## config.mk

```make
export PLATFORM = sky130hd
export DESIGN_NAME = ssiu_ctrl
export DESIGN_NICKNAME = d
export VERILOG_FILES = /design/src/rtl/core/ssiu_pkg.sv /design/src/rtl/core/ssiu_ctrl.sv
export SDC_FILE = /design/constraint.sdc
export NUM_CORES = 1
export LEC_CHECK = 0
export ABC_CLOCK_PERIOD_IN_PS = 1600
export BUFFER_PORTS_ARGS = -buffer_cell sky130_fd_sc_hd__clkbuf_2
export CAP_MARGIN = 40
export CORE_AREA = 2 2 39 41
export DETAILED_ROUTE_END_ITERATION = 10
export DIE_AREA = 0 0 41 43
export PLACE_DENSITY = 0.66
export SYNTH_ARGS = -nofsm -noshare
export SYNTH_HDL_FRONTEND = slang
export SYNTH_SLANG_ARGS = --single-unit
```

## constraint.sdc

```tcl
create_clock -name clk -period 1.6 [get_ports clk]
set_input_delay 0.4 -clock clk [delete_from_list [all_inputs] [get_ports clk]]
set_output_delay 0.4 -clock clk [all_outputs]
set_load 0.005 [all_outputs]
```

## src/rtl/core/ssiu_pkg.sv

```systemverilog
`default_nettype none

package ssiu_pkg;

  localparam int VALUE_W        = 32;
  localparam int LIST_DEPTH_DEF = 32;

  typedef enum logic [1:0] {
    OP_PUSH_A = 2'd0,
    OP_PUSH_B = 2'd1,
    OP_ISECT  = 2'd2,
    OP_UNION  = 2'd3
  } opcode_t;

  typedef enum logic [1:0] {
    ST_IDLE,
    ST_MRG_ISECT,
    ST_MRG_UNION
  } state_t;

  typedef struct packed {
    opcode_t              opcode;
    logic [VALUE_W-1:0]   value;
  } item_t;

  typedef struct packed {
    logic [VALUE_W-1:0]   result_value;
    logic                 empty_res;
    logic                 overflow;
    logic                 last;
  } result_t;

  // controller to datapath
  typedef struct packed {
    logic push_a;
    logic push_b;
    logic adv_a;
    logic adv_b;
    logic emit;
    logic emit_b;
    logic finish;
  } cmd_t;

  // datapath to controller
  typedef struct packed {
    logic a_more;
    logic b_more;
    logic a_lt_b;
    logic a_eq_b;
  } stat_t;

endpackage

`default_nettype wire

```

## src/rtl/core/ssiu_ctrl.sv

```systemverilog
`default_nettype none

module ssiu_ctrl import ssiu_pkg::*; (
  input  wire logic  clk,
  input  wire logic  rst,
  input  wire logic  start,
  input  wire item_t item,
  input  wire stat_t stat,
  output cmd_t       cmd,
  output logic       busy
);

  state_t state;
  state_t state_next;
  logic   isect_done;
  logic   union_done;

  assign isect_done = !(stat.a_more && stat.b_more);
  assign union_done = !(stat.a_more || stat.b_more);

  always_ff @(posedge clk) begin
    if (rst) begin
      state <= ST_IDLE;
    end else begin
      state <= state_next;
    end
  end

  always_comb begin
    state_next = state;
    case (state)
      ST_IDLE: begin
        if (start && (item.opcode == OP_ISECT)) begin
          state_next = ST_MRG_ISECT;
        end else if (start && (item.opcode == OP_UNION)) begin
          state_next = ST_MRG_UNION;
        end
      end
      ST_MRG_ISECT: begin
        if (isect_done) begin
          state_next = ST_IDLE;
        end
      end
      ST_MRG_UNION: begin
        if (union_done) begin
          state_next = ST_IDLE;
        end
      end
      default: state_next = ST_IDLE;
    endcase
  end

  always_comb begin
    cmd  = '0;
    busy = (state != ST_IDLE);
    case (state)
      ST_IDLE: begin
        cmd.push_a = start && (item.opcode == OP_PUSH_A);
        cmd.push_b = start && (item.opcode == OP_PUSH_B);
      end
      ST_MRG_ISECT: begin
        if (isect_done) begin
          cmd.finish = 1'b1;
        end else if (stat.a_eq_b) begin
          cmd.adv_a = 1'b1;
          cmd.adv_b = 1'b1;
          cmd.emit  = 1'b1;
        end else if (stat.a_lt_b) begin
          cmd.adv_a = 1'b1;
        end else begin
          cmd.adv_b = 1'b1;
        end
      end
      ST_MRG_UNION: begin
        if (union_done) begin
          cmd.finish = 1'b1;
        end else if (stat.a_more && stat.b_more) begin
          cmd.emit = 1'b1;
          if (stat.a_eq_b) begin
            cmd.adv_a = 1'b1;
            cmd.adv_b = 1'b1;
          end else if (stat.a_lt_b) begin
            cmd.adv_a = 1'b1;
          end else begin
            cmd.adv_b  = 1'b1;
            cmd.emit_b = 1'b1;
          end
        end else if (stat.a_more) begin
          cmd.adv_a = 1'b1;
          cmd.emit  = 1'b1;
        end else begin
          cmd.adv_b  = 1'b1;
          cmd.emit   = 1'b1;
          cmd.emit_b = 1'b1;
        end
      end
      default: begin
        cmd = '0;
      end
    endcase
  end

endmodule

`default_nettype wire

```

# After elaboration in Yosys (flattened, before gate mapping)
# Index checks and enable logic that the tools add are counted.
dict set report totals {
  ff_bits 2
  n_memories 0
  rom_bits 0
  mem_bits_rw 0
  latch_bits 0
}
dict set report classes {
  n_reduce_logical 10
  n_shift 0
  add_sub_neg 0
  div 0
  n_eq_ne 8
  mul 0
  bitwise 0
  n_mux 21
  magnitude_cmp 0
}
# cell count
set op_table {}
lappend op_table {{2-to-1 mux 2 bit} 6}
lappend op_table {{2-to-1 mux 1 bit} 9}
lappend op_table {{2-to-1 mux 4 bit} 2}
lappend op_table {{== test 2 bit (second input constant)} 3}
lappend op_table {{one-hot mux 2 bit (3 select lines)} 1}
lappend op_table {{one-hot mux 3 bit (2 select lines)} 1}
lappend op_table {{logical AND 1 bit} 5}
lappend op_table {{== test 2 x 1 -> 1 bit (second input constant)} 2}
lappend op_table {{zero test 2 bit} 2}
lappend op_table {{!= test 2 bit (second input constant)} 2}
lappend op_table {{2-to-1 mux 3 bit} 1}
lappend op_table {{!= test 3 bit (second input constant)} 1}
lappend op_table {{AND reduction 3 bit} 1}
lappend op_table {{one-hot mux 1 bit (2 select lines)} 1}
lappend op_table {{nonzero test 2 bit} 1}
lappend op_table {{logical OR 1 bit} 1}

# Longest topological paths before layout
# Gate-level depths: netlist (run 1).
dict set report depth {
  word_depth 5
  mapped_depth 5
  depth_no_buf 5
}

# Worst setup path after synthesis (run 1)
# No wires, ideal clock.
dict set report synth_path {
  path_type {register to output}
  startpoint {register state[1]}
  endpoint {output cmd[2] in the netlist's numbering}
  arrival_ns 1.007
  path_slack_ns 0.193
  t_required_ns 1.200
  path_stages_with_launch 6
  path_cell_list {dfxtp_1 -> inv_1 -> ha_1 -> and3_2 -> o21ai_0 -> a21boi_0}
}
# element line_no
set synth_lines {}
lappend synth_lines {{start, declared} ssiu_ctrl.sv:13} ;# state_t state;
lappend synth_lines {{start signal, assigned} ssiu_ctrl.sv:25} ;# state <= state_next;
lappend synth_lines {{end, declared} ssiu_ctrl.sv:9} ;# output cmd_t cmd,

==> results of run 1 <==
cell type report:
type | instances | area [µm²] | area share
Inverter | 3 | 16.27 | 0.03037
Tap cell | 16 | 20.02 | 0.03738
Timing Repair Buffer | 22 | 137.6 | 0.2570
Multi-Input combinational cell | 31 | 291.5 | 0.5444
Clock buffer | 3 | 22.52 | 0.04206
Sequential cell | 2 | 47.55 | 0.08878
cells by family after synthesis:
kind of cell | count (synthesis)
buf+inv | 4
simple gates | 15
flops | 2
compound gates | 11
mux | 2
fa+ha+maj | 3
cell usage in the layout, fill, tap and decap left out, drive strengths merged:
cell,n
ha,3
a21o,1
a221o,1
inv,3
a21boi,3
clkbuf,17
nand2,4
nor3,1
a211oi,1
dfxtp,2
nor3b,1
nor2,1
and3,2
nand2b,3
nor2b,1
or4b,1
o21bai,1
nand3b,1
a21oi,1
mux2i,2
buf,8
o21ai,2
o2111a,1
worst paths after layout:
| check | end | cells past startpoint | from |
|---|---|---|---|
| min reg2reg | state[0] | 2 | state[0] |
| min | state[1] | 3 | item[32] |
| max | cmd[0] | 6 | state[1] |
| max reg2reg | state[1] | 6 | state[1] |
metal layers:
layer,global-route usage,vias up,share of wire
met2,0.1656,14,0.48
met1,0.1178,155,0.42
met5,0,-,0
li1,-,183,-
met3,0.08377,0,0.10
met4,0.02000,0,0
per-stage QoR:
step	cells	utilization	TNS, ns	cell area (µm²)
finish	77	0.3870	-0.2457	535.5
floorplan	37	-	0	290.3
CTS	74	0.3571	-0.2821	494.2
detailed placement	69	0.2794	0	386.6
global placement	69	0.2794	0	386.6
global route	77	0.3870	-0.5297	535.5
worst max-delay path, cell delays in order (launching register included):
cell,delay [ns]
sky130_fd_sc_hd__dfxtp_4,0.35
sky130_fd_sc_hd__buf_12,0.12
sky130_fd_sc_hd__ha_4,0.17
sky130_fd_sc_hd__nor2b_4,0.12
sky130_fd_sc_hd__o21bai_1,0.12
sky130_fd_sc_hd__a21boi_1,0.08
sky130_fd_sc_hd__clkbuf_2,0.11
what timing repair did:
action,in CTS,in global routing
setup buffers,2,3
pin swaps,1,2
cloned,0,0
endpoints found under the setup margin,7,6
gates resized for setup,17,7
where the power goes:
group	total (W)	switching (W)	leakage (nW)	internal (W)
clock network	0.000113	0.0000306	0.0138	0.0000829
registers	0.0000591	0.00000591	0.0178	0.0000532
logic	0.000143	0.0000607	0.223	0.0000825
==> run_summary.xml, run 1 <==
<?xml version="1.0" encoding="UTF-8"?>
<metrics>
  <group name="run_status">
    <metric name="outcome" unit="">finished, violations left</metric>
    <metric name="violations" unit="">negative setup slack</metric>
  </group>
  <group name="pwr">
    <metric name="pwr_density_cell" unit="nW/µm²">589.9</metric>
    <metric name="power.total" unit="W">0.0003159</metric>
    <metric name="vdd_ir_drop_max" unit="µV">379.1</metric>
    <metric name="static-leakage-power" unit="nW">0.2546</metric>
  </group>
  <group name="setup_path">
    <metric name="timing.critical_path.arrival" unit="ns">1.29</metric>
    <metric name="regToRegSetupSlack" unit="ns">0.07</metric>
    <metric name="cp-end-kind" unit="">output pin</metric>
    <metric name="crit_fanout" unit="">7</metric>
    <metric name="critical_path_class" unit="">reg -&gt; out</metric>
    <metric name="worst_ep_required_time" unit="ns">1.20</metric>
    <metric name="timing.critical_path.from_type" unit="">register</metric>
  </group>
  <group name="synth">
    <metric name="synthFlopType" unit="">sky130_fd_sc_hd__dfxtp_1</metric>
    <metric name="synthMuxAreaShare" unit="">0.06897</metric>
    <metric name="netlist_instances" unit="">37</metric>
    <metric name="synthAdderAreaFrac" unit="">0.1293</metric>
    <metric name="main_combinational_cell_family_by_area_after_synthesis" unit="">simple AND/OR/NAND/NOR gates</metric>
    <metric name="yosys.cell_types.count" unit="">23</metric>
    <metric name="yosysMostFrequentCell" unit="">sky130_fd_sc_hd__nand2_1</metric>
    <metric name="synth_enable_flop_cells" unit="">0</metric>
    <metric name="seq_area_frac_synth" unit="">0.1379</metric>
    <metric name="synth_warnings" unit="">0</metric>
    <metric name="top_cells_by_area_synth" unit="">sky130_fd_sc_hd__dfxtp_1 14%, sky130_fd_sc_hd__ha_1 13%, sky130_fd_sc_hd__a21boi_0 7.8%</metric>
    <metric name="synth_fp_nets" unit="">81</metric>
    <metric name="mappedNetlistArea" unit="µm²">290.3</metric>
    <metric name="synth_commonest_cells" unit="">4 x sky130_fd_sc_hd__nand2_1, 3 x sky130_fd_sc_hd__a21boi_0, 3 x sky130_fd_sc_hd__ha_1, 3 x sky130_fd_sc_hd__inv_1, 3 x sky130_fd_sc_hd__nand2b_1</metric>
    <metric name="synth.largest_area_cell" unit="">sky130_fd_sc_hd__dfxtp_1</metric>
    <metric name="yosys.area_share.simple" unit="">0.3017</metric>
    <metric name="postSynth.asyncResetShare" unit="">0</metric>
    <metric name="ys_ff_latch" unit="">2</metric>
    <metric name="synth_compound_area_frac" unit="">0.2845</metric>
    <metric name="synth_area_per_cell" unit="µm²">7.845</metric>
    <metric name="synth.top_cell.area_share" unit="">0.1379</metric>
    <metric name="synth_xor_area_frac" unit="">0</metric>
  </group>
  <group name="sta">
    <metric name="hold_slack" unit="ns">0.4531</metric>
    <metric name="timing_hold_violations_final" unit="">0</metric>
    <metric name="drv_slew" unit="">0</metric>
    <metric name="fmax" unit="MHz">590.6</metric>
    <metric name="timing_worst_slew_pin_value" unit="ns">0.2591</metric>
    <metric name="max-slew-margin-rel" unit="">0.8257</metric>
    <metric name="rsz0062_at_grt" unit="">yes</metric>
    <metric name="setup_viol" unit="">4</metric>
    <metric name="fin_crit" unit="ns">1.693</metric>
    <metric name="fin_skew" unit="ns">0.005264</metric>
    <metric name="post-route-period-util" unit="">1.058</metric>
    <metric name="final.setup.worst_slack" unit="ns">-0.09317</metric>
  </group>
  <group name="cts">
    <metric name="clockRootBuffer" unit="">sky130_fd_sc_hd__clkbuf_4</metric>
    <metric name="clock_sink_count" unit="">2</metric>
    <metric name="cts_tree" unit="">built</metric>
    <metric name="tritoncts.num_buffers" unit="">3</metric>
    <metric name="htree_levels" unit="">1</metric>
    <metric name="cts_hold_fix_bufs" unit="">0</metric>
    <metric name="worstSkewPairLatency" unit="ns">0.23</metric>
    <metric name="clk_transition_reported_paths" unit="ns">0.03</metric>
    <metric name="ctsLongestPathBuffers" unit="">2</metric>
  </group>
  <group name="global_routing">
    <metric name="grt_pass1_wl" unit="mm">1.269</metric>
    <metric name="grt_start_max_net_pins" unit="">10</metric>
    <metric name="grt_use_total" unit="">0.1091</metric>
    <metric name="via_count_of_the_first_global_routing_pass" unit="">311</metric>
    <metric name="globalRouteOverflowTotal" unit="">0</metric>
    <metric name="antenna_found_initial" unit="">0</metric>
  </group>
  <group name="place">
    <metric name="gp_congestion" unit="">0.6526</metric>
    <metric name="placement.io_buffers" unit="">16</metric>
    <metric name="place.detailed.hpwl" unit="µm">528.6</metric>
    <metric name="dpl_worst_slack" unit="ns">0.01621</metric>
  </group>
  <group name="cells_and_area">
    <metric name="registers.top_by_ff_count" unit="">state</metric>
    <metric name="nNetsFinal" unit="">107</metric>
    <metric name="antennaDiodeCount" unit="">0</metric>
    <metric name="largest_reg_flops" unit="">2</metric>
    <metric name="drive_above_1_share" unit="">0.6557</metric>
    <metric name="layout_top_registers" unit="">state x2</metric>
    <metric name="synthesis_to_layout_area_growth" unit="%">84.48</metric>
    <metric name="num-fill-cells" unit="">135</metric>
  </group>
  <group name="detailed_routing">
    <metric name="wire_per_inst" unit="µm">10.56</metric>
    <metric name="ant_nets" unit="">0</metric>
    <metric name="dr.first_iter.drc_count" unit="">1</metric>
    <metric name="post_drt_via_cell_ratio" unit="">4.571</metric>
    <metric name="dr_total_vias" unit="">352</metric>
    <metric name="drt-total-wl" unit="µm">813</metric>
    <metric name="detail_route.first_pass.iterations" unit="">2</metric>
    <metric name="route.detailed.drc" unit="">0</metric>
  </group>
  <group name="worst_hold_path">
    <metric name="hold_class" unit="">in -&gt; reg</metric>
  </group>
  <group name="floorplan">
    <metric name="die_area" unit="µm²">1763</metric>
    <metric name="placeable_core_area" unit="µm²">1384</metric>
    <metric name="die_outline_height" unit="µm">43</metric>
    <metric name="dieWidth" unit="µm">41</metric>
    <metric name="rows" unit="">14</metric>
    <metric name="floorplan.io_pins" unit="">49</metric>
    <metric name="initial_utilization" unit="">0.2098</metric>
  </group>
  <group name="job">
    <metric name="max_cap_violations" unit="">0</metric>
  </group>
</metrics>
No activity file was read; power rests on OpenSTA's default activity.
==> inputs of run 2 (changes only) <==
- RECOVER_POWER: unset -> 50
==> run_summary.xml, run 2 (synthesis gave the netlist of run 1 again) <==
<?xml version="1.0" encoding="UTF-8"?>
<metrics>
  <group name="run_status">
    <metric name="outcome" unit="">finished, violations left</metric>
    <metric name="violations" unit="">negative setup slack</metric>
  </group>
  <group name="cells_and_area">
    <metric name="fin_area" unit="µm²">533.0</metric>
    <metric name="finalNonFillerCells" unit="">77</metric>
    <metric name="layout_top_registers" unit="">state x2</metric>
    <metric name="synthesis_to_layout_area_growth" unit="%">83.62</metric>
    <metric name="registers.top_by_ff_count" unit="">state</metric>
    <metric name="largest_reg_flops" unit="">2</metric>
    <metric name="drive_above_1_share" unit="">0.6557</metric>
    <metric name="antennaDiodeCount" unit="">0</metric>
    <metric name="postLayoutCoreUtil" unit="">0.3852</metric>
    <metric name="layout_commonest_cell" unit="">sky130_fd_sc_hd__clkbuf_2</metric>
    <metric name="layout_common_cells" unit="">14 x sky130_fd_sc_hd__clkbuf_2, 5 x sky130_fd_sc_hd__buf_4, 3 x sky130_fd_sc_hd__nand2b_1, 3 x sky130_fd_sc_hd__ha_4, 3 x sky130_fd_sc_hd__clkbuf_4</metric>
    <metric name="nNetsFinal" unit="">107</metric>
  </group>
  <group name="place">
    <metric name="place.detailed.hpwl" unit="µm">528.6</metric>
    <metric name="placement.io_buffers" unit="">16</metric>
    <metric name="numPlacedInstances" unit="">69</metric>
    <metric name="dpl-instance-area" unit="µm²">386.6</metric>
    <metric name="gp_congestion" unit="">0.6526</metric>
  </group>
  <group name="detailed_routing">
    <metric name="ant_nets" unit="">0</metric>
    <metric name="post_drt_via_cell_ratio" unit="">4.571</metric>
    <metric name="route.detailed.drc" unit="">0</metric>
    <metric name="dr.first_iter.drc_count" unit="">1</metric>
    <metric name="drt-total-wl" unit="µm">814</metric>
    <metric name="wire_per_inst" unit="µm">10.57</metric>
    <metric name="detail_route.first_pass.iterations" unit="">2</metric>
    <metric name="dr_total_vias" unit="">352</metric>
  </group>
  <group name="sta">
    <metric name="max-slew-margin-rel" unit="">0.8251</metric>
    <metric name="setup_viol" unit="">4</metric>
    <metric name="final.setup.worst_slack" unit="ns">-0.09317</metric>
    <metric name="fmax" unit="MHz">590.6</metric>
    <metric name="timing_hold_violations_final" unit="">0</metric>
    <metric name="fin_skew" unit="ns">0.005388</metric>
    <metric name="drv_slew" unit="">0</metric>
    <metric name="fin_setup_tns" unit="ns">-0.2717</metric>
    <metric name="rsz0062_at_grt" unit="">yes</metric>
    <metric name="timing_worst_slew_pin_value" unit="ns">0.2600</metric>
    <metric name="post-route-period-util" unit="">1.058</metric>
    <metric name="fin_crit" unit="ns">1.693</metric>
  </group>
  <group name="floorplan">
    <metric name="initial_utilization" unit="">0.2098</metric>
    <metric name="die_outline_height" unit="µm">43</metric>
    <metric name="floorplan.io_pins" unit="">49</metric>
    <metric name="dieWidth" unit="µm">41</metric>
    <metric name="placeable_core_area" unit="µm²">1384</metric>
    <metric name="die_area" unit="µm²">1763</metric>
    <metric name="rows" unit="">14</metric>
  </group>
  <group name="cts">
    <metric name="clk_transition_reported_paths" unit="ns">0.03</metric>
    <metric name="ctsLongestPathBuffers" unit="">2</metric>
    <metric name="htree_levels" unit="">1</metric>
    <metric name="worstSkewPairLatency" unit="ns">0.23</metric>
    <metric name="tritoncts.num_buffers" unit="">3</metric>
    <metric name="clock_sink_count" unit="">2</metric>
    <metric name="cts_hold_fix_bufs" unit="">0</metric>
    <metric name="clockRootBuffer" unit="">sky130_fd_sc_hd__clkbuf_4</metric>
    <metric name="cts_tree" unit="">built</metric>
  </group>
  <group name="global_routing">
    <metric name="globalRouteOverflowTotal" unit="">0</metric>
    <metric name="grt_pass1_wl" unit="mm">1.269</metric>
    <metric name="grt_start_max_net_pins" unit="">10</metric>
    <metric name="antenna_found_initial" unit="">0</metric>
    <metric name="via_count_of_the_first_global_routing_pass" unit="">311</metric>
    <metric name="grt_use_total" unit="">0.1091</metric>
  </group>
  <group name="pwr">
    <metric name="static-leakage-power" unit="nW">0.2543</metric>
    <metric name="pwr_density_cell" unit="nW/µm²">595.1</metric>
    <metric name="vdd_ir_drop_max" unit="µV">379.2</metric>
  </group>
  <group name="setup_path">
    <metric name="cp-end-kind" unit="">output pin</metric>
    <metric name="timing.critical_path.from_type" unit="">register</metric>
    <metric name="worst_ep_required_time" unit="ns">1.20</metric>
    <metric name="timing.critical_path.arrival" unit="ns">1.29</metric>
    <metric name="timing.critical_path.slowest_stage_cell" unit="">sky130_fd_sc_hd__dfxtp_4</metric>
    <metric name="crit_fanout" unit="">7</metric>
    <metric name="critical_path_class" unit="">reg -&gt; out</metric>
    <metric name="critical-path-max-stage-delay" unit="ns">0.35</metric>
    <metric name="path_cells" unit="">buf_12 &gt; ha_4 &gt; nor2b_4 &gt; o21bai_1 &gt; a21boi_1 &gt; clkbuf_2</metric>
  </group>
  <group name="worst_hold_path">
    <metric name="hold_class" unit="">in -&gt; reg</metric>
  </group>
  <group name="job">
    <metric name="max_cap_violations" unit="">0</metric>
  </group>
</metrics>
-- run 2: final timing paths --
kind            start  endpoint  slack [ns]  cells past startpoint
max reg2reg  state[1]  state[1]        0.07                      6
min reg2reg  state[0]  state[0]        0.54                      2
min          item[32]  state[1]        0.45                      3
max          state[1]    cmd[0]       -0.09                      6
-- run 2: power by group --
part	internal (W)	switching [W]	total, W
registers	0.0000545	0.00000591	0.0000604
clock network	0.0000829	0.0000306	0.000114
logic	0.0000825	0.0000607	0.000143
total	0.000220	0.0000973	0.000317
-- run 2: stage by stage --
step / total power, W / hold WS (ns) / setup slack [ns]
after floorplan: 0.0001141 / 0.4680 / 0.1934
after global placement: 0.0001439 / 0.4890 / 0.02660
after detailed placement: 0.0001443 / 0.4978 / 0.01621
after CTS: 0.0003009 / 0.4546 / -0.09291
after global routing: 0.0003417 / 0.4771 / -0.1626
final: 0.0003172 / 0.4531 / -0.09317
-- run 2: layout make-up --
type	count	area, µm²
well taps	16	20.02
multi-input cells	31	291.5
flip-flops and latches	2	45.04
inverters	3	16.27
fillers	136	850.8
repair buffers	22	137.6
clock buffers	3	22.52
-- run 2: what timing repair did --
| action | in CTS | in global routing |
|---|---|---|
| hold endpoints to repair | 0 | 0 |
| gates resized for setup | 17 | 7 |
| setup buffers | 2 | 3 |
| pin swaps | 1 | 2 |
| setup endpoints to repair | 7 | 6 |
-- run 2: worst max-delay path: cells and delay by family (launching register included) --
family / cells / cell delay, ns
flops: 1 / 0.35
buf+inv: 2 / 0.23
compound gates: 2 / 0.20
fa+ha+maj: 1 / 0.17
simple gates: 1 / 0.12
-- run 2: metal layers --
layer | wire length, µm | vias to the layer above | global-route usage | part of all wire
li1 | - | 183 | - | -
met1 | 338 | 155 | 0.1178 | 0.42
met2 | 393 | 14 | 0.1656 | 0.48
met3 | 82 | 0 | 0.08377 | 0.10
met4 | 0 | 0 | 0.02000 | 0
met5 | 0 | - | 0 | 0
